==> src/design/bilinear_texture_filter_macros.svh <==
// ----------------------------------------------------------------------------
// Bilinear texture filter assertion macros
// Shared concurrent assertion shorthands, clocked on i_clk and disabled while
// i_rst_n is low.
// ----------------------------------------------------------------------------
`ifndef BILINEAR_TEXTURE_FILTER_MACROS_SVH
`define BILINEAR_TEXTURE_FILTER_MACROS_SVH

// A condition that must hold at every clock edge out of reset.
`define BTF_ASSERT_ALWAYS(label, cond, msg) \
    label: assert property (@(posedge i_clk) disable iff (!i_rst_n) (cond)) \
        else $error(msg);

// A consequence that must hold at the same edge as its antecedent.
`define BTF_ASSERT_IMPLY(label, ante, cons, msg) \
    label: assert property (@(posedge i_clk) disable iff (!i_rst_n) (ante) |-> (cons)) \
        else $error(msg);

`endif

==> src/design/btf_pkg.sv <==
// ----------------------------------------------------------------------------
// Bilinear texture filter package
// Sizes, field widths, codes and the types passed between the front end, the
// job queue and the back end.
// ----------------------------------------------------------------------------
`timescale 1ns / 1ps
`default_nettype none

package btf_pkg;

    // Image store geometry.
    localparam int unsigned MAX_WIDTH   = 256;
    localparam int unsigned MAX_HEIGHT  = 128;
    localparam int unsigned STORE_DEPTH = MAX_WIDTH * MAX_HEIGHT;
    localparam int unsigned X_W         = $clog2(MAX_WIDTH);
    localparam int unsigned Y_W         = $clog2(MAX_HEIGHT);

    // Field widths.
    localparam int unsigned ADDR_W   = 15;
    localparam int unsigned CH_W     = 16;
    localparam int unsigned TEXEL_W  = 3 * CH_W;
    localparam int unsigned COORD_W  = 16;
    localparam int unsigned FRAC_W   = 16;
    localparam int unsigned WIDTH_W  = 9;
    localparam int unsigned HEIGHT_W = 8;

    // Scaled coordinates are Q.16 with the integer part as wide as the size.
    localparam int unsigned SCALED_U_W = COORD_W + WIDTH_W;
    localparam int unsigned SCALED_V_W = COORD_W + HEIGHT_W;

    // Blend arithmetic widths.
    localparam int unsigned LERP_W  = CH_W + FRAC_W;
    localparam int unsigned PROD1_W = CH_W + FRAC_W + 2;
    localparam int unsigned PROD2_W = LERP_W + FRAC_W + 2;

    localparam logic [FRAC_W-1:0] HALF_TEXEL = {1'b1, {(FRAC_W-1){1'b0}}};

    // Configuration port.
    localparam int unsigned CFG_IDX_W  = 1;
    localparam int unsigned CFG_DATA_W = WIDTH_W;
    localparam logic [WIDTH_W-1:0]  IMAGE_WIDTH_RESET  = 9'd256;
    localparam logic [HEIGHT_W-1:0] IMAGE_HEIGHT_RESET = 8'd128;

    // Job queue between front and back.
    localparam int unsigned QUEUE_DEPTH = 4;
    localparam int unsigned QUEUE_PTR_W = $clog2(QUEUE_DEPTH);
    localparam int unsigned QUEUE_CNT_W = QUEUE_PTR_W + 1;

    typedef enum logic [CFG_IDX_W-1:0] {
        CFG_IMAGE_WIDTH  = 1'b0,
        CFG_IMAGE_HEIGHT = 1'b1
    } t_cfg_index;

    typedef enum logic {
        KIND_WRITE  = 1'b0,
        KIND_SAMPLE = 1'b1
    } t_kind;

    typedef struct packed {
        logic [WIDTH_W-1:0]  width;
        logic [HEIGHT_W-1:0] height;
    } t_geom;

    // One classified item: a texel write or the four fetch addresses of a sample.
    typedef struct packed {
        t_kind               kind;
        logic [ADDR_W-1:0]   waddr;
        logic [TEXEL_W-1:0]  wdata;
        logic [ADDR_W-1:0]   a00;
        logic [ADDR_W-1:0]   a10;
        logic [ADDR_W-1:0]   a01;
        logic [ADDR_W-1:0]   a11;
        logic [FRAC_W-1:0]   fu;
        logic [FRAC_W-1:0]   fv;
    } t_job;

    typedef struct packed {
        logic                   full;
        logic                   empty;
        logic [QUEUE_CNT_W-1:0] count;
    } t_queue_status;

endpackage

`default_nettype wire

==> src/design/btf_queue.sv <==
// ----------------------------------------------------------------------------
// Bilinear texture filter job queue
// Small register FIFO that decouples the front end from the back end.
// ----------------------------------------------------------------------------
`timescale 1ns / 1ps
`default_nettype none

module btf_queue
    import btf_pkg::*;
(
    input  wire logic      i_clk,
    input  wire logic      i_rst_n,
    input  wire logic      i_push,
    input  wire t_job      i_job,
    input  wire logic      i_pop,
    output t_job           o_job,
    output t_queue_status  o_status
);

    t_job                   r_slot [QUEUE_DEPTH];
    logic [QUEUE_PTR_W-1:0] r_wr_ptr;
    logic [QUEUE_PTR_W-1:0] r_rd_ptr;
    logic [QUEUE_CNT_W-1:0] r_count;
    logic [QUEUE_CNT_W-1:0] n_count;

    assign n_count = r_count + QUEUE_CNT_W'(i_push) - QUEUE_CNT_W'(i_pop);

    always_ff @(posedge i_clk) begin
        if (!i_rst_n) begin
            r_wr_ptr <= '0;
            r_rd_ptr <= '0;
            r_count  <= '0;
        end else begin
            if (i_push) begin
                r_wr_ptr <= r_wr_ptr + QUEUE_PTR_W'(1);
            end
            if (i_pop) begin
                r_rd_ptr <= r_rd_ptr + QUEUE_PTR_W'(1);
            end
            r_count <= n_count;
        end
    end

    always_ff @(posedge i_clk) begin
        if (i_push) begin
            r_slot[r_wr_ptr] <= i_job;
        end
    end

    assign o_job          = r_slot[r_rd_ptr];
    assign o_status.full  = (r_count == QUEUE_CNT_W'(QUEUE_DEPTH));
    assign o_status.empty = (r_count == '0);
    assign o_status.count = r_count;

endmodule

`default_nettype wire

==> config.mk <==
export PLATFORM = sky130hd
export DESIGN_NAME = btf_queue
export DESIGN_NICKNAME = d
export VERILOG_FILES = /design/src/design/bilinear_texture_filter_macros.svh /design/src/design/btf_pkg.sv /design/src/design/btf_queue.sv
export SDC_FILE = /design/constraint.sdc
export NUM_CORES = 1
export LEC_CHECK = 0
export BUFFER_PORTS_ARGS = -buffer_cell sky130_fd_sc_hd__buf_4
export CAP_MARGIN = 20
export CORE_AREA = 2 2 225 227
export CTS_CLUSTER_SIZE = 16
export DETAILED_ROUTE_END_ITERATION = 6
export DIE_AREA = 0 0 227 229
export PLACE_DENSITY_LB_ADDON = 0.05
export SLEW_MARGIN = 20
export SYNTH_ARGS = -nofsm -noshare
export SYNTH_HDL_FRONTEND = slang
export SYNTH_SLANG_ARGS = --single-unit
==> constraint.sdc <==
create_clock -name i_clk -period 14.6 [get_ports i_clk]
set_input_delay 2.19 -clock i_clk [delete_from_list [all_inputs] [get_ports i_clk]]
set_output_delay 2.19 -clock i_clk [all_outputs]
set_load 0.01 [all_outputs]
==> results.py <==
metrics = {
    "drt": {
        "routed_wl_mm": 45.6,
        "vias_per_cell": 5.18,
        "first_pass_iters": 4,
        "routedWlPerCell_um": 23.5,
        "drtIter0Drc": 544,
        "via_count": 10100,
        "postRouteAntennaNets": 0,
        "drc": 0,
    },
    "sta": {
        "clock.fmax_mhz": 165,
        "slew_headroom": 0.265,
        "min_period_ns": 6.06,
        "period_share": 0.415,
        "rsz0062_at_grt": "no",
        "timing.final.ws_setup_ns": 8.54,
        "tightest_slew_ns": 1.10,
        "slew_violations": 0,
        "fin_setup_tns_ns": 0,
        "setup_viol": 0,
        "fin_skew_ns": 0.0166,
        "finalHoldViolations": 0,
    },
    "logic_synthesis": {
        "netlist_area_sq_um": 23100,
        "syn_nets": 1025,
        "ys_seq_elements": 633,
        "yosysWarnings": 0,
        "yosysSeqAreaShare": 0.819,
        "syn_avg_cell_area_sq_um": 26.9,
        "netlist-cell-type-count": 22,
        "syn-instance-count": 858,
    },
    "place": {
        "dp_slack_ns": 8.99,
        "dpl.cell_count": 1828,
        "globalplace.congestion": 0.713,
        "portBuffers": 320,
        "dp_hpwl_mm": 26.5,
    },
    "run": {
        "maxCapViolCount": 0,
    },
    "power_and_ir_drop": {
        "power-per-cell-area_nw_per_um2": 146,
        "netSwitchingFraction": 0.215,
        "p_sw_mw": 0.881,
        "p_leak_nw": 9.37,
        "vdd_ir_drop_max_v": 0.000119,
        "power_mw": 4.09,
        "pwr-share-clk": 0.380,
        "p_seq_frac": 0.518,
        "p_int_mw": 3.21,
        "combinationalPowerShare": 0.102,
    },
    "layout": {
        "seqCellArea_sq_um": 18900,
        "fin_util": 0.565,
        "layoutNonFillerInstCount": 1945,
        "multi_input_comb_area_sq_um": 3760,
        "drive_above_1_share": 0.454,
        "area_growth_pct": 21.4,
        "fin_nets": 1392,
        "fill_cells": 3793,
    },
    "floorplanning": {
        "die_area_sq_um": 52000,
        "fp.coreArea_sq_um": 49700,
        "die_w_um": 227,
        "boundaryPins": 321,
        "rows": 82,
        "die_h_um": 229,
        "start_util": 0.465,
    },
    "worst_setup_path": {
        "crit_type": "flop to output pin",
        "crit_path_start_kind": "flop",
        "critical_path.max_fanout": 43,
        "worst_ep_required_time_ns": 12.41,
        "end_kind": "output pin",
        "cp.arrival_ns": 3.87,
    },
    "global_routing": {
        "grt_pass1_vias": 10700,
        "antenna_found_initial": 5,
        "grt_pass1_wl_mm": 67.7,
        "grt.total_usage": 0.178,
        "grt_max_degree": 69,
        "grt-ovfl-total": 0,
    },
    "min_path": {
        "hold_path.class": "flop to flop",
    },
    "cts": {
        "htreeDepth": 3,
        "cts_buffer_depth": 3,
        "tritoncts": "built",
        "clkLatencyLatePin_ns": 0.59,
        "cts_setup_buffers": 0,
        "root_buffer": "clkbuf_16",
        "cts_buffers": 67,
        "cts.reportedPaths.clkPinSlew_ns": 0.06,
        "hold_buffers": 0,
        "postCtsResizedCells": 0,
        "numClockSinks": 633,
    },
    "status": {
        "run_status": "finished, final reports clean",
    },
}
[power groups by stage]
stage	Combinational [mW]	Clock, mW	Sequential (mW)
floorplan	0.236	0	2.15
CTS	0.429	1.60	2.12
global placement	0.425	0	2.16
finish	0.418	1.55	2.12
detailed placement	0.428	0	2.16
global route	0.449	1.68	2.13
[kinds of logic (layout without fill, tap and decap cells)]
group                      Yosys count  after routing  synth area share
muxes                              157            157             0.152
and+or+nand+nor                     14             14           0.00325
AOI/OAI and AO/OA                    2              2          0.000649
other                                0              1                 0
DFF                                633            633             0.819
buffers and inverters               42            456            0.0192
xor gates and xnor gates             3              3           0.00179
adders and majority gates            7              7           0.00411
[synth_stat cells]
library cell,count,area share
a21bo_2,1,0.00043
a21oi_1,1,0.00022
and2_1,6,0.0016
and3_1,1,0.00027
buf_12,15,0.013
buf_2,15,0.0032
buf_4,1,0.00032
buf_6,1,0.00049
buf_8,1,0.00065
clkbuf_1,2,0.00032
dfxtp_1,9,0.0078
edfxtp_1,624,0.81
fa_1,1,0.00087
ha_1,6,0.0032
inv_1,7,0.0011
mux2i_1,1,0.00043
mux4_2,156,0.15
nand3b_1,1,0.00032
nor2_1,5,0.00081
nor3_1,1,0.00022
xnor2_1,2,0.00076
xor3_1,1,0.0010
[through the flow]
stage / instance area (sq um) / hold slack [ns]
2_1_floorplan: 23100 / 0.499
3_3_place_gp: 26100 / 0.503
3_5_place_dp: 26100 / 0.518
4_1_cts: 28000 / 0.528
5_1_grt: 28000 / 0.557
6_report: 28000 / 0.525
[critical path, stage by stage, from the launching register on]
cell,delay (ns)
dfxtp_4,0.89
buf_4,0.83
buf_4,0.70
mux4_2,0.60
buf_4,0.17
[registers in the layout, indices dropped and copies added (netlist names), named ones only]
name,count
r_slot,624
r_rd_ptr,2
r_wr_ptr,2
r_count,3
[worst paths after layout]
path	from	endpoint	slack [ns]	depth (start not counted)
worst max-delay path	flop	o_job[129]	8.54	4
worst max register to register	r_wr_ptr[0]	r_slot[0][17]	11.95	4
worst min-delay path	r_rd_ptr[1]	flop	0.52	2
worst min register to register	r_rd_ptr[1]	flop	0.52	2
[layer usage]
| metal | routed length, um | vias up | track usage |
|---|---|---|---|
| met5 | 46 | - | 0 |
| met4 | 1010 | 8 | 0.0545 |
| met3 | 3800 | 76 | 0.0689 |
| met2 | 21900 | 267 | 0.277 |
| met1 | 18800 | 5267 | 0.234 |
| li1 | - | 4457 | - |
[layout by cell type, fill, tap and decap left out, drive strengths merged]
cell and instances:
edfxtp 624, buf 333, mux4 156, clkbuf 94, clkinv 18, dfxtp 9
inv 8, ha 6, and2 6, nor2 5, xnor2 2, clkinvlp 2
diode 1, nor3 1, and3 1, a21bo 1, nand3b 1, a21oi 1
mux2i 1, xor3 1, fa 1, bufinv 1
[layout make-up]
cell class              instances  share of cell area
clock inverters                22             0.00459
multi-input cells             183               0.134
inverters                       7            0.000937
flip-flops and latches        633               0.675
repair buffers                333              0.0891
clock buffers                  94              0.0664
diodes                          1           0.0000892
well taps                     672              0.0300
(Power assumes the default switching activity.)
