--- src/design/bilinear_texture_filter_macros.svh ---
// ----------------------------------------------------------------------------
// Bilinear texture filter assertion macros
// Shared concurrent assertion shorthands, clocked on i_clk and disabled while
// i_rst_n is low.
// ----------------------------------------------------------------------------
`ifndef BILINEAR_TEXTURE_FILTER_MACROS_SVH
`define BILINEAR_TEXTURE_FILTER_MACROS_SVH

// A condition that must hold at every clock edge out of reset.
`define BTF_ASSERT_ALWAYS(label, cond, msg) \
    label: assert property (@(posedge i_clk) disable iff (!i_rst_n) (cond)) \
        else $error(msg);

// A consequence that must hold at the same edge as its antecedent.
`define BTF_ASSERT_IMPLY(label, ante, cons, msg) \
    label: assert property (@(posedge i_clk) disable iff (!i_rst_n) (ante) |-> (cons)) \
        else $error(msg);

`endif

--- src/design/btf_pkg.sv ---
// ----------------------------------------------------------------------------
// Bilinear texture filter package
// Sizes, field widths, codes and the types passed between the front end, the
// job queue and the back end.
// ----------------------------------------------------------------------------
`timescale 1ns / 1ps
`default_nettype none

package btf_pkg;

    // Image store geometry.
    localparam int unsigned MAX_WIDTH   = 256;
    localparam int unsigned MAX_HEIGHT  = 128;
    localparam int unsigned STORE_DEPTH = MAX_WIDTH * MAX_HEIGHT;
    localparam int unsigned X_W         = $clog2(MAX_WIDTH);
    localparam int unsigned Y_W         = $clog2(MAX_HEIGHT);

    // Field widths.
    localparam int unsigned ADDR_W   = 15;
    localparam int unsigned CH_W     = 16;
    localparam int unsigned TEXEL_W  = 3 * CH_W;
    localparam int unsigned COORD_W  = 16;
    localparam int unsigned FRAC_W   = 16;
    localparam int unsigned WIDTH_W  = 9;
    localparam int unsigned HEIGHT_W = 8;

    // Scaled coordinates are Q.16 with the integer part as wide as the size.
    localparam int unsigned SCALED_U_W = COORD_W + WIDTH_W;
    localparam int unsigned SCALED_V_W = COORD_W + HEIGHT_W;

    // Blend arithmetic widths.
    localparam int unsigned LERP_W  = CH_W + FRAC_W;
    localparam int unsigned PROD1_W = CH_W + FRAC_W + 2;
    localparam int unsigned PROD2_W = LERP_W + FRAC_W + 2;

    localparam logic [FRAC_W-1:0] HALF_TEXEL = {1'b1, {(FRAC_W-1){1'b0}}};

    // Configuration port.
    localparam int unsigned CFG_IDX_W  = 1;
    localparam int unsigned CFG_DATA_W = WIDTH_W;
    localparam logic [WIDTH_W-1:0]  IMAGE_WIDTH_RESET  = 9'd256;
    localparam logic [HEIGHT_W-1:0] IMAGE_HEIGHT_RESET = 8'd128;

    // Job queue between front and back.
    localparam int unsigned QUEUE_DEPTH = 4;
    localparam int unsigned QUEUE_PTR_W = $clog2(QUEUE_DEPTH);
    localparam int unsigned QUEUE_CNT_W = QUEUE_PTR_W + 1;

    typedef enum logic [CFG_IDX_W-1:0] {
        CFG_IMAGE_WIDTH  = 1'b0,
        CFG_IMAGE_HEIGHT = 1'b1
    } t_cfg_index;

    typedef enum logic {
        KIND_WRITE  = 1'b0,
        KIND_SAMPLE = 1'b1
    } t_kind;

    typedef struct packed {
        logic [WIDTH_W-1:0]  width;
        logic [HEIGHT_W-1:0] height;
    } t_geom;

    // One classified item: a texel write or the four fetch addresses of a sample.
    typedef struct packed {
        t_kind               kind;
        logic [ADDR_W-1:0]   waddr;
        logic [TEXEL_W-1:0]  wdata;
        logic [ADDR_W-1:0]   a00;
        logic [ADDR_W-1:0]   a10;
        logic [ADDR_W-1:0]   a01;
        logic [ADDR_W-1:0]   a11;
        logic [FRAC_W-1:0]   fu;
        logic [FRAC_W-1:0]   fv;
    } t_job;

    typedef struct packed {
        logic                   full;
        logic                   empty;
        logic [QUEUE_CNT_W-1:0] count;
    } t_queue_status;

endpackage

`default_nettype wire

--- src/design/btf_front.sv ---
// ----------------------------------------------------------------------------
// Bilinear texture filter front end
// Registers accepted beats, scales and splits the coordinates, clamps the
// neighbour indices to the image edge and forms the four texel addresses.
// ----------------------------------------------------------------------------
`timescale 1ns / 1ps
`default_nettype none

module btf_front
    import btf_pkg::*;
(
    input  wire logic               i_clk,
    input  wire logic               i_rst_n,
    input  wire logic               i_accept,
    input  wire logic               i_advance,
    input  wire t_kind              i_kind,
    input  wire logic [ADDR_W-1:0]  i_texel_address,
    input  wire logic [TEXEL_W-1:0] i_texel,
    input  wire logic [COORD_W-1:0] i_coord_u,
    input  wire logic [COORD_W-1:0] i_coord_v,
    input  wire t_geom              i_geom,
    output logic                    o_push,
    output t_job                    o_job
);

    // Stage 1: accepted beat.
    logic               r_s1_valid;
    t_kind              r_s1_kind;
    logic [ADDR_W-1:0]  r_s1_addr;
    logic [TEXEL_W-1:0] r_s1_data;
    logic [COORD_W-1:0] r_s1_u;
    logic [COORD_W-1:0] r_s1_v;

    // Stage 2: scaled coordinates.
    logic                  r_s2_valid;
    t_kind                 r_s2_kind;
    logic [ADDR_W-1:0]     r_s2_addr;
    logic [TEXEL_W-1:0]    r_s2_data;
    logic [SCALED_U_W-1:0] r_s2_su;
    logic [SCALED_V_W-1:0] r_s2_sv;
    logic [SCALED_U_W-1:0] n_s2_su;
    logic [SCALED_V_W-1:0] n_s2_sv;

    // Stage 3: clamped columns, row bases and fractions.
    logic               r_s3_valid;
    t_kind              r_s3_kind;
    logic [ADDR_W-1:0]  r_s3_addr;
    logic [TEXEL_W-1:0] r_s3_data;
    logic [X_W-1:0]     r_s3_x0;
    logic [X_W-1:0]     r_s3_x1;
    logic [ADDR_W-1:0]  r_s3_row0;
    logic [ADDR_W-1:0]  r_s3_row1;
    logic [FRAC_W-1:0]  r_s3_fu;
    logic [FRAC_W-1:0]  r_s3_fv;

    logic [SCALED_U_W-1:0] su_shift;
    logic [SCALED_V_W-1:0] sv_shift;
    logic [WIDTH_W-1:0]    xi;
    logic [HEIGHT_W-1:0]   yi;
    logic [WIDTH_W:0]      xi_next;
    logic [HEIGHT_W:0]     yi_next;
    logic [WIDTH_W-1:0]    w_last;
    logic [HEIGHT_W-1:0]   h_last;
    logic [WIDTH_W-1:0]    x0_clamp;
    logic [WIDTH_W-1:0]    x1_clamp;
    logic [HEIGHT_W-1:0]   y0_clamp;
    logic [HEIGHT_W-1:0]   y1_clamp;
    logic [Y_W+WIDTH_W-1:0] row0_full;
    logic [Y_W+WIDTH_W-1:0] row1_full;
    logic [FRAC_W-1:0]     n_s3_fu;
    logic [FRAC_W-1:0]     n_s3_fv;

    assign n_s2_su = {{WIDTH_W{1'b0}}, r_s1_u} * {{COORD_W{1'b0}}, i_geom.width};
    assign n_s2_sv = {{HEIGHT_W{1'b0}}, r_s1_v} * {{COORD_W{1'b0}}, i_geom.height};

    // A scaled coordinate below half a texel lands on index 0 with no fraction.
    always_comb begin
        su_shift = r_s2_su - {{WIDTH_W{1'b0}}, HALF_TEXEL};
        sv_shift = r_s2_sv - {{HEIGHT_W{1'b0}}, HALF_TEXEL};
        if (r_s2_su < {{WIDTH_W{1'b0}}, HALF_TEXEL}) begin
            xi      = '0;
            n_s3_fu = '0;
        end else begin
            xi      = su_shift[SCALED_U_W-1:FRAC_W];
            n_s3_fu = su_shift[FRAC_W-1:0];
        end
        if (r_s2_sv < {{HEIGHT_W{1'b0}}, HALF_TEXEL}) begin
            yi      = '0;
            n_s3_fv = '0;
        end else begin
            yi      = sv_shift[SCALED_V_W-1:FRAC_W];
            n_s3_fv = sv_shift[FRAC_W-1:0];
        end
    end

    always_comb begin
        w_last  = i_geom.width - WIDTH_W'(1);
        h_last  = i_geom.height - HEIGHT_W'(1);
        xi_next = {1'b0, xi} + (WIDTH_W + 1)'(1);
        yi_next = {1'b0, yi} + (HEIGHT_W + 1)'(1);
        x0_clamp = (xi > w_last) ? w_last : xi;
        x1_clamp = (xi_next > {1'b0, w_last}) ? w_last : xi_next[WIDTH_W-1:0];
        y0_clamp = (yi > h_last) ? h_last : yi;
        y1_clamp = (yi_next > {1'b0, h_last}) ? h_last : yi_next[HEIGHT_W-1:0];
        row0_full = {{WIDTH_W{1'b0}}, y0_clamp[Y_W-1:0]} * {{Y_W{1'b0}}, i_geom.width};
        row1_full = {{WIDTH_W{1'b0}}, y1_clamp[Y_W-1:0]} * {{Y_W{1'b0}}, i_geom.width};
    end

    always_ff @(posedge i_clk) begin
        if (!i_rst_n) begin
            r_s1_valid <= 1'b0;
            r_s2_valid <= 1'b0;
            r_s3_valid <= 1'b0;
        end else if (i_advance) begin
            r_s1_valid <= i_accept;
            r_s2_valid <= r_s1_valid;
            r_s3_valid <= r_s2_valid;
        end
    end

    always_ff @(posedge i_clk) begin
        if (i_advance) begin
            r_s1_kind <= i_kind;
            r_s1_addr <= i_texel_address;
            r_s1_data <= i_texel;
            r_s1_u    <= i_coord_u;
            r_s1_v    <= i_coord_v;

            r_s2_kind <= r_s1_kind;
            r_s2_addr <= r_s1_addr;
            r_s2_data <= r_s1_data;
            r_s2_su   <= n_s2_su;
            r_s2_sv   <= n_s2_sv;

            r_s3_kind <= r_s2_kind;
            r_s3_addr <= r_s2_addr;
            r_s3_data <= r_s2_data;
            r_s3_x0   <= x0_clamp[X_W-1:0];
            r_s3_x1   <= x1_clamp[X_W-1:0];
            r_s3_row0 <= row0_full[ADDR_W-1:0];
            r_s3_row1 <= row1_full[ADDR_W-1:0];
            r_s3_fu   <= n_s3_fu;
            r_s3_fv   <= n_s3_fv;
        end
    end

    assign o_push = r_s3_valid && i_advance;

    always_comb begin
        o_job.kind  = r_s3_kind;
        o_job.waddr = r_s3_addr;
        o_job.wdata = r_s3_data;
        o_job.a00   = r_s3_row0 + {{(ADDR_W-X_W){1'b0}}, r_s3_x0};
        o_job.a10   = r_s3_row0 + {{(ADDR_W-X_W){1'b0}}, r_s3_x1};
        o_job.a01   = r_s3_row1 + {{(ADDR_W-X_W){1'b0}}, r_s3_x0};
        o_job.a11   = r_s3_row1 + {{(ADDR_W-X_W){1'b0}}, r_s3_x1};
        o_job.fu    = r_s3_fu;
        o_job.fv    = r_s3_fv;
    end

endmodule

`default_nettype wire

--- config.mk ---
export PLATFORM = sky130hd
export DESIGN_NAME = btf_front
export DESIGN_NICKNAME = d
export VERILOG_FILES = /design/src/design/bilinear_texture_filter_macros.svh /design/src/design/btf_pkg.sv /design/src/design/btf_front.sv
export SDC_FILE = /design/constraint.sdc
export NUM_CORES = 1
export LEC_CHECK = 0
export CAP_MARGIN = 20
export CORE_AREA = 2 2 292 294
export CTS_CLUSTER_DIAMETER = 120
export DETAILED_ROUTE_END_ITERATION = 8
export DIE_AREA = 0 0 294 296
export DONT_BUFFER_PORTS = 1
export HOLD_SLACK_MARGIN = 0.03
export PLACE_DENSITY = 0.46
export SLEW_MARGIN = 20
export SYNTH_ARGS = -nofsm -noshare
export SYNTH_HDL_FRONTEND = slang
export SYNTH_SLANG_ARGS = --single-unit
--- constraint.sdc ---
create_clock -name i_clk -period 9.3 [get_ports i_clk]
set_clock_uncertainty 0.15 [all_clocks]
set_input_delay 0.465 -clock i_clk [delete_from_list [all_inputs] [get_ports i_clk]]
set_output_delay 0.465 -clock i_clk [all_outputs]
set_load 0.02 [all_outputs]
==> impl_metrics.tcl, run 1 <==
set metrics [dict create \
    holdBufCountCts 108 \
    yosysSeqAreaShare_pct 39.9 \
    diodes 0 \
    finalCritPeriodShare_pct 92.3 \
    cp_slowest_cell "nor4_2" \
    clock.fmax_ghz 0.117 \
    cts_tree "yes" \
    drive_above_1_share_pct 4.44 \
    overflow 0 \
    netlist_area_sq_um 26600 \
    detailed_place_hpwl_um 44300 \
    antenna_found_initial 2 \
    post_cts_buffers 0 \
    syn_area_per_cell_sq_um 11.5 \
    min_to "r_s3_row1[14]$_DFFE_PP_" \
    cts_resized 0 \
    syn-instance-count 2308 \
    worst_slew_pin_slew_ns 0.974 \
    layout_common_cells "edfxtp_1, inv_1, nand2_1, fa_1, ha_1" \
    insertion_delay_ns 0.61 \
    final_common_cell "edfxtp_1" \
    finalSetupTns_ns 0 \
    maxSlewHeadroom_pct 35.1 \
    synth-edff-count 351 \
    routed_via_density 4.65 \
    cts_max_level 2 \
    yosysUniqueCellTypes 76 \
    critPathKind "reg2reg" \
    setup_violations 0 \
    finalWorstSetupSlack_ns 0.717 \
    fin_nets 2990 \
    hp-start "i_geom[16]" \
    syn_to_final_growth_pct 14.1 \
    status "finished, final reports clean" \
    die_y_um 296 \
    end_kind "flop" \
    r2r_cells 34 \
    cts.sink_count 354 \
    coreArea_sq_um 84200 \
    synth_nets 2903 \
    cp_common_cell "inv_1" \
    dp_worst_setup_slack_ns 0.745 \
    num_vias 16400 \
    path_max_fanout 19 \
    die-area_sq_um 87000 \
    r2r_setup_slack_ns 0.72 \
    grt_use_total_pct 14.5 \
    numCtsBuffers 45 \
    drv_cap 0 \
    clkTransAtPathRegs_ns 0.05 \
    hold_viol 0 \
    drv_slew 0 \
    r2r-start "r_s2_sv[20]$_DFFE_PP_" \
    fin_crit_ns 8.58 \
    fillerInstances 8256 \
    reg2reg_to "r_s3_row1[14]$_DFFE_PP_" \
    hold_path_depth 3 \
    grt_max_degree 230 \
    hp-class "in2reg" \
    ioPinCount 274 \
    die_w_um 294 \
    ys.flop_type "edfxtp_1" \
    initial_utilization_pct 31.6 \
    numPortBuffers 0 \
    cts_root_buf "clkbuf_16" \
    gp_congestion 0.827 \
    yosys_warnings 0 \
    wl_per_cell_um 17.7 \
    arrival_ns 8.78 \
    grt_pass1_wl_um 98000 \
    dr.pass1.iters 5 \
    crit_path_max_incr_delay_ns 0.59 \
    cp_data_required_time_ns 9.50 \
    cts.path.max_buffers 3 \
    grt_pass1_vias 17500 \
    drtAntennaViolNets 0 \
    drc 0 \
    first_iter_violations 717 \
    rsz0062_at_grt "no" \
    ys_ff_latch 354 \
    start_kind "flop" \
    rows 107 \
    synthArstFlopShare_pct 0 \
    drt-total-wl_um 62400 \
]
==> worst max-delay path by stage <==
stage	start	end	cells after the start
global placement	r_s2_sv[20]$_DFFE_PP_	r_s3_row1[14]$_DFFE_PP_	34
CTS	r_s2_sv[20]$_DFFE_PP_	r_s3_row1[14]$_DFFE_PP_	34
global route	r_s2_sv[19]$_DFFE_PP_	r_s3_row1[14]$_DFFE_PP_	34
detailed placement	r_s2_sv[19]$_DFFE_PP_	r_s3_row1[14]$_DFFE_PP_	34
floorplan	r_s2_sv[20]$_DFFE_PP_	r_s3_row1[13]$_DFFE_PP_	32
finish	r_s2_sv[20]$_DFFE_PP_	r_s3_row1[14]$_DFFE_PP_	34
==> worst max-delay path: cells and delay by family, from the launching register on <==
family	cells	cell delay [ns]
adder cells (fa/ha/maj)	7	2.80
AO/OA/AOI/OAI	10	2.36
AND/OR/NAND/NOR	9	1.77
buffers and inverters	6	0.54
flip-flops	1	0.46
XOR/XNOR	2	0.23
==> state kept, by name (all words and copies together), names as in the netlist <==
signal,cells
r_s3_data,48
r_s3_kind,1
r_s3_valid,1
r_s3_addr,15
r_s3_x0,8
r_s2_su,25
r_s3_fu,16
r_s1_valid,1
r_s3_x1,8
r_s3_row0,15
r_s1_data,48
r_s1_kind,1
r_s2_valid,1
r_s1_v,16
r_s2_kind,1
r_s2_addr,15
r_s2_data,48
r_s3_row1,15
r_s1_u,16
r_s3_fv,16
r_s2_sv,24
r_s1_addr,15
==> cell families after synthesis <==
kind of cell | share of synthesized area [%]
AO/OA/AOI/OAI | 5.92
XOR/XNOR | 4.94
adder cells (fa/ha/maj) | 29.6
buffers and inverters | 5.67
flip-flops | 39.9
multiplexers | 1.38
AND/OR/NAND/NOR | 12.6
==> cell type report <==
class / count / area (sq um) / share of cell area (%)
multi-input cells: 1556 / 14500 / 47.7
flip-flops and latches: 354 / 10600 / 35.0
well taps: 1090 / 1360 / 4.50
inverters: 327 / 1230 / 4.05
repair buffers: 111 / 1180 / 3.88
clock buffers: 51 / 1150 / 3.79
clock inverters: 31 / 329 / 1.09
==> Yosys cell counts (5+ instances only) <==
library cell	count	share of area, %
a211oi_1	6	0.17
a21o_1	37	1.0
a21oi_1	70	1.3
and2_1	214	5.0
buf_1	7	0.099
clkbuf_1	59	0.83
edfxtp_1	351	40
fa_1	253	19
ha_1	225	11
inv_1	327	4.6
mux2i_1	21	0.79
nand2_1	279	3.9
nand2b_1	13	0.31
nand3_1	21	0.40
nand4_1	10	0.24
nor2_1	53	0.75
nor2b_1	16	0.38
nor3_1	21	0.40
o21a_1	18	0.51
o21ai_0	37	0.70
o21bai_1	11	0.31
o31a_1	5	0.16
or2_2	5	0.12
xnor2_1	113	3.7
xor2_1	37	1.2
==> through the flow <==
step                area, sq um  utilization, %  hold WS, ns  std cells
CTS                       30300            36.0       0.0390       3519
global route              30300            36.0       0.0909       3520
floorplan                 26600               -        0.250       2308
detailed placement        27700            32.9        0.255       3329
global placement          27700            32.9        0.251       3329
finish                    30300            36.0       0.0944       3520
==> layer usage <==
layer | global-route usage (%) | wire length (um) | share of wire [%]
met1 | 18.1 | 27300 | 44
met2 | 25.4 | 30800 | 49
met3 | 2.77 | 2880 | 4.6
met4 | 4.43 | 1450 | 2.3
met5 | 0 | 0 | 0
Power of run 1 is not shown: default switching activity piles up to over one toggle a cycle in this logic, so the estimate is an artifact.
==> run 2, diff against run 1 <==
Settings changed: ABC_AREA from default to 1, CORE_AREA 2 2 292 294 to 2 2 264 266, DIE_AREA 0 0 294 296 to 0 0 266 268, PLACE_DENSITY 0.46 to 0.55.
==> run 2 against run 1 <==
Area after synthesis up 2.2%. Maximum frequency up 15%. Flip-flop and latch count unchanged. Sequential share of layout area down 0.18 points. Final cell count up 5.6%. Synthesized cell count up 18%. Critical endpoint is now r_s3_row1[13]$_DFFE_PP_.
==> impl_metrics.tcl, run 2 <==
set metrics [dict create \
    status "finished, final reports clean" \
    dp_cells 3530 \
    post_cts_buffers 0 \
    grt_pass1_vias 19200 \
    layout_common_cells "inv_1, nand2_1, edfxtp_1, fa_1, ha_1" \
    critPathKind "reg2reg" \
    routed_via_density 4.87 \
    cts_max_level 2 \
    r2r_setup_slack_ns 1.86 \
    start_kind "flop" \
    crit_path_max_incr_delay_ns 0.54 \
    die_y_um 268 \
    clock.fmax_ghz 0.134 \
    ioPinCount 274 \
    hold_path_depth 3 \
    synth_nets 3324 \
    reg_top3 "r_s1_data: 48 flops, r_s2_data: 48 flops, r_s3_data: 48 flops" \
    r2r-start "r_s2_sv[20]$_DFFE_PP_" \
    reg2reg_to "r_s3_row1[13]$_DFFE_PP_" \
    cts_tree "yes" \
    cts_root_buf "clkbuf_16" \
    synth_top_cell_area_share_pct 38.8 \
    dr.pass1.iters 5 \
    ys_ff_latch 354 \
    synth_top_cell_by_area "edfxtp_1" \
    numCtsBuffers 42 \
    wl_per_cell_um 16.9 \
    cp_common_cell "nand2_1" \
    netlist_area_sq_um 27200 \
    fin_cells 3717 \
    finalSetupTns_ns 0 \
    final_common_cell "inv_1" \
    numPortBuffers 0 \
    syn-instance-count 2729 \
    cp_data_required_time_ns 9.47 \
    cts.path.max_buffers 3 \
    min_to "r_s2_sv[1]$_DFFE_PP_" \
    cts.sink_count 354 \
    cp_slowest_cell "fa_1" \
    fin_nets 3394 \
    end_kind "flop" \
    syn_area_per_cell_sq_um 9.95 \
    insertion_delay_ns 0.58 \
    initial_utilization_pct 39.8 \
    hp-class "in2reg" \
    finalCritPeriodShare_pct 80.0 \
    grt_max_degree 213 \
    synth.most_common_cell "inv_1" \
    num_vias 18100 \
    setup_violations 0 \
    overflow 0 \
    die-area_sq_um 71300 \
    syn_to_final_growth_pct 12.2 \
    rows 96 \
    rsz0062_at_grt "no" \
    worst_slew_pin_slew_ns 0.962 \
    ys.flop_type "edfxtp_1" \
    path_max_fanout 20 \
    first_iter_violations 964 \
    grt_use_total_pct 17.9 \
    hold_viol 0 \
    die_w_um 266 \
    synth-edff-count 351 \
    drv_cap 0 \
    detailed_place_hpwl_um 45500 \
    synthArstFlopShare_pct 0 \
    arrival_ns 7.60 \
    grt_pass1_wl_um 101000 \
    drive_above_1_share_pct 4.59 \
    synthTopCellsByCount "inv_1, nand2_1, edfxtp_1" \
    drv_slew 0 \
    drt-total-wl_um 62700 \
    fin_util_pct 44.7 \
    clkTransAtPathRegs_ns 0.06 \
    drtAntennaViolNets 0 \
    antenna_found_initial 4 \
    fillerInstances 6448 \
    netlist_top_cells_area "edfxtp_1, fa_1, ha_1" \
    gp_congestion 0.840 \
    coreArea_sq_um 68200 \
    yosysUniqueCellTypes 59 \
    yosys_warnings 0 \
    hp-start "i_geom[1]" \
    maxSlewHeadroom_pct 35.7 \
    r2r_cells 42 \
    drc 0 \
    yosysSeqAreaShare_pct 39.0 \
    fin_crit_ns 7.44 \
]
==> run 2: cell types whose count changed after synthesis, moves of 37 or more <==
cell / previous run / this run
nand2_1: 279 / 553
inv_1: 327 / 566
and2_1: 214 / 1
nor2_1: 53 / 186
xnor2_1: 113 / 37
xor2_1: 37 / 102
a21oi_1: 70 / 109
nand3_1: 21 / 58
==> run 2: how the worst max path moves through the flow <==
stage / start / to / depth (start not counted)
2_1_floorplan: r_s2_sv[19]$_DFFE_PP_ / r_s3_row1[13]$_DFFE_PP_ / 44
3_3_place_gp: r_s2_sv[19]$_DFFE_PP_ / r_s3_row1[13]$_DFFE_PP_ / 42
3_5_place_dp: r_s2_sv[20]$_DFFE_PP_ / r_s3_row1[13]$_DFFE_PP_ / 42
4_1_cts: r_s2_sv[20]$_DFFE_PP_ / r_s3_row1[13]$_DFFE_PP_ / 42
5_1_grt: r_s2_sv[20]$_DFFE_PP_ / r_s3_row1[13]$_DFFE_PP_ / 42
6_report: r_s2_sv[20]$_DFFE_PP_ / r_s3_row1[13]$_DFFE_PP_ / 42
==> run 2: cells by family (layout without fill, tap and decap cells) <==
logic type / after synthesis / count (layout) / share of synthesized area [%]
and+or+nand+nor: 875 / 875 / 13.4
buffers and inverters: 665 / 769 / 9.32
adders and majority gates: 478 / 478 / 29.0
DFF: 354 / 354 / 39.0
AOI/OAI and AO/OA: 217 / 217 / 4.63
xor gates and xnor gates: 140 / 140 / 4.57
other: 0 / 2 / 0
==> run 2: layout make-up <==
cell class,count,area (sq um),share of cell area (%)
Antenna cell,2,5.00,0.0164
Clock inverter,25,307,1.01
Inverter,584,2190,7.20
Multi-Input combinational cell,1710,14000,46.0
Tap cell,882,1100,3.62
Clock buffer,53,1110,3.65
Timing Repair Buffer,107,1130,3.72
Sequential cell,354,10600,34.8
==> run 2: per-stage QoR <==
stage	setup slack [ns]	hold WS (ns)	instance area (sq um)
after floorplan	2.38	0.250	27200
after global routing	1.16	0.0675	30500
after global placement	2.04	0.251	27900
after CTS	1.88	0.0328	30400
after detailed placement	1.91	0.255	27900
final	1.86	0.0708	30500
==> run 2: critical path: cells and delay by family, from the launching register on <==
kind / cells / cell delay (ns)
fa+ha+maj: 7 / 2.85
simple gates: 20 / 1.99
compound gates: 7 / 1.01
buf+inv: 7 / 0.61
flops: 1 / 0.43
xor+xnor: 1 / 0.14
==> run 2: per-layer routing <==
metal | wire length [um] | track usage [%] | share of wire (%) | up-vias
met2 | 31100 | 31.6 | 50 | 450
met4 | 1350 | 4.84 | 2.2 | 6
li1 | - | - | - | 8707
met1 | 26800 | 22.5 | 43 | 8834
met3 | 3460 | 3.33 | 5.5 | 91
met5 | 39 | 0 | 0.062 | -
==> run 2: what timing repair did <==
item	CTS	global route
endpoints found under the setup margin	0	0
hold endpoints to repair	315	0
resized for setup	0	0
hold buffers	106	0
Power of run 2 is left out for the same reason.
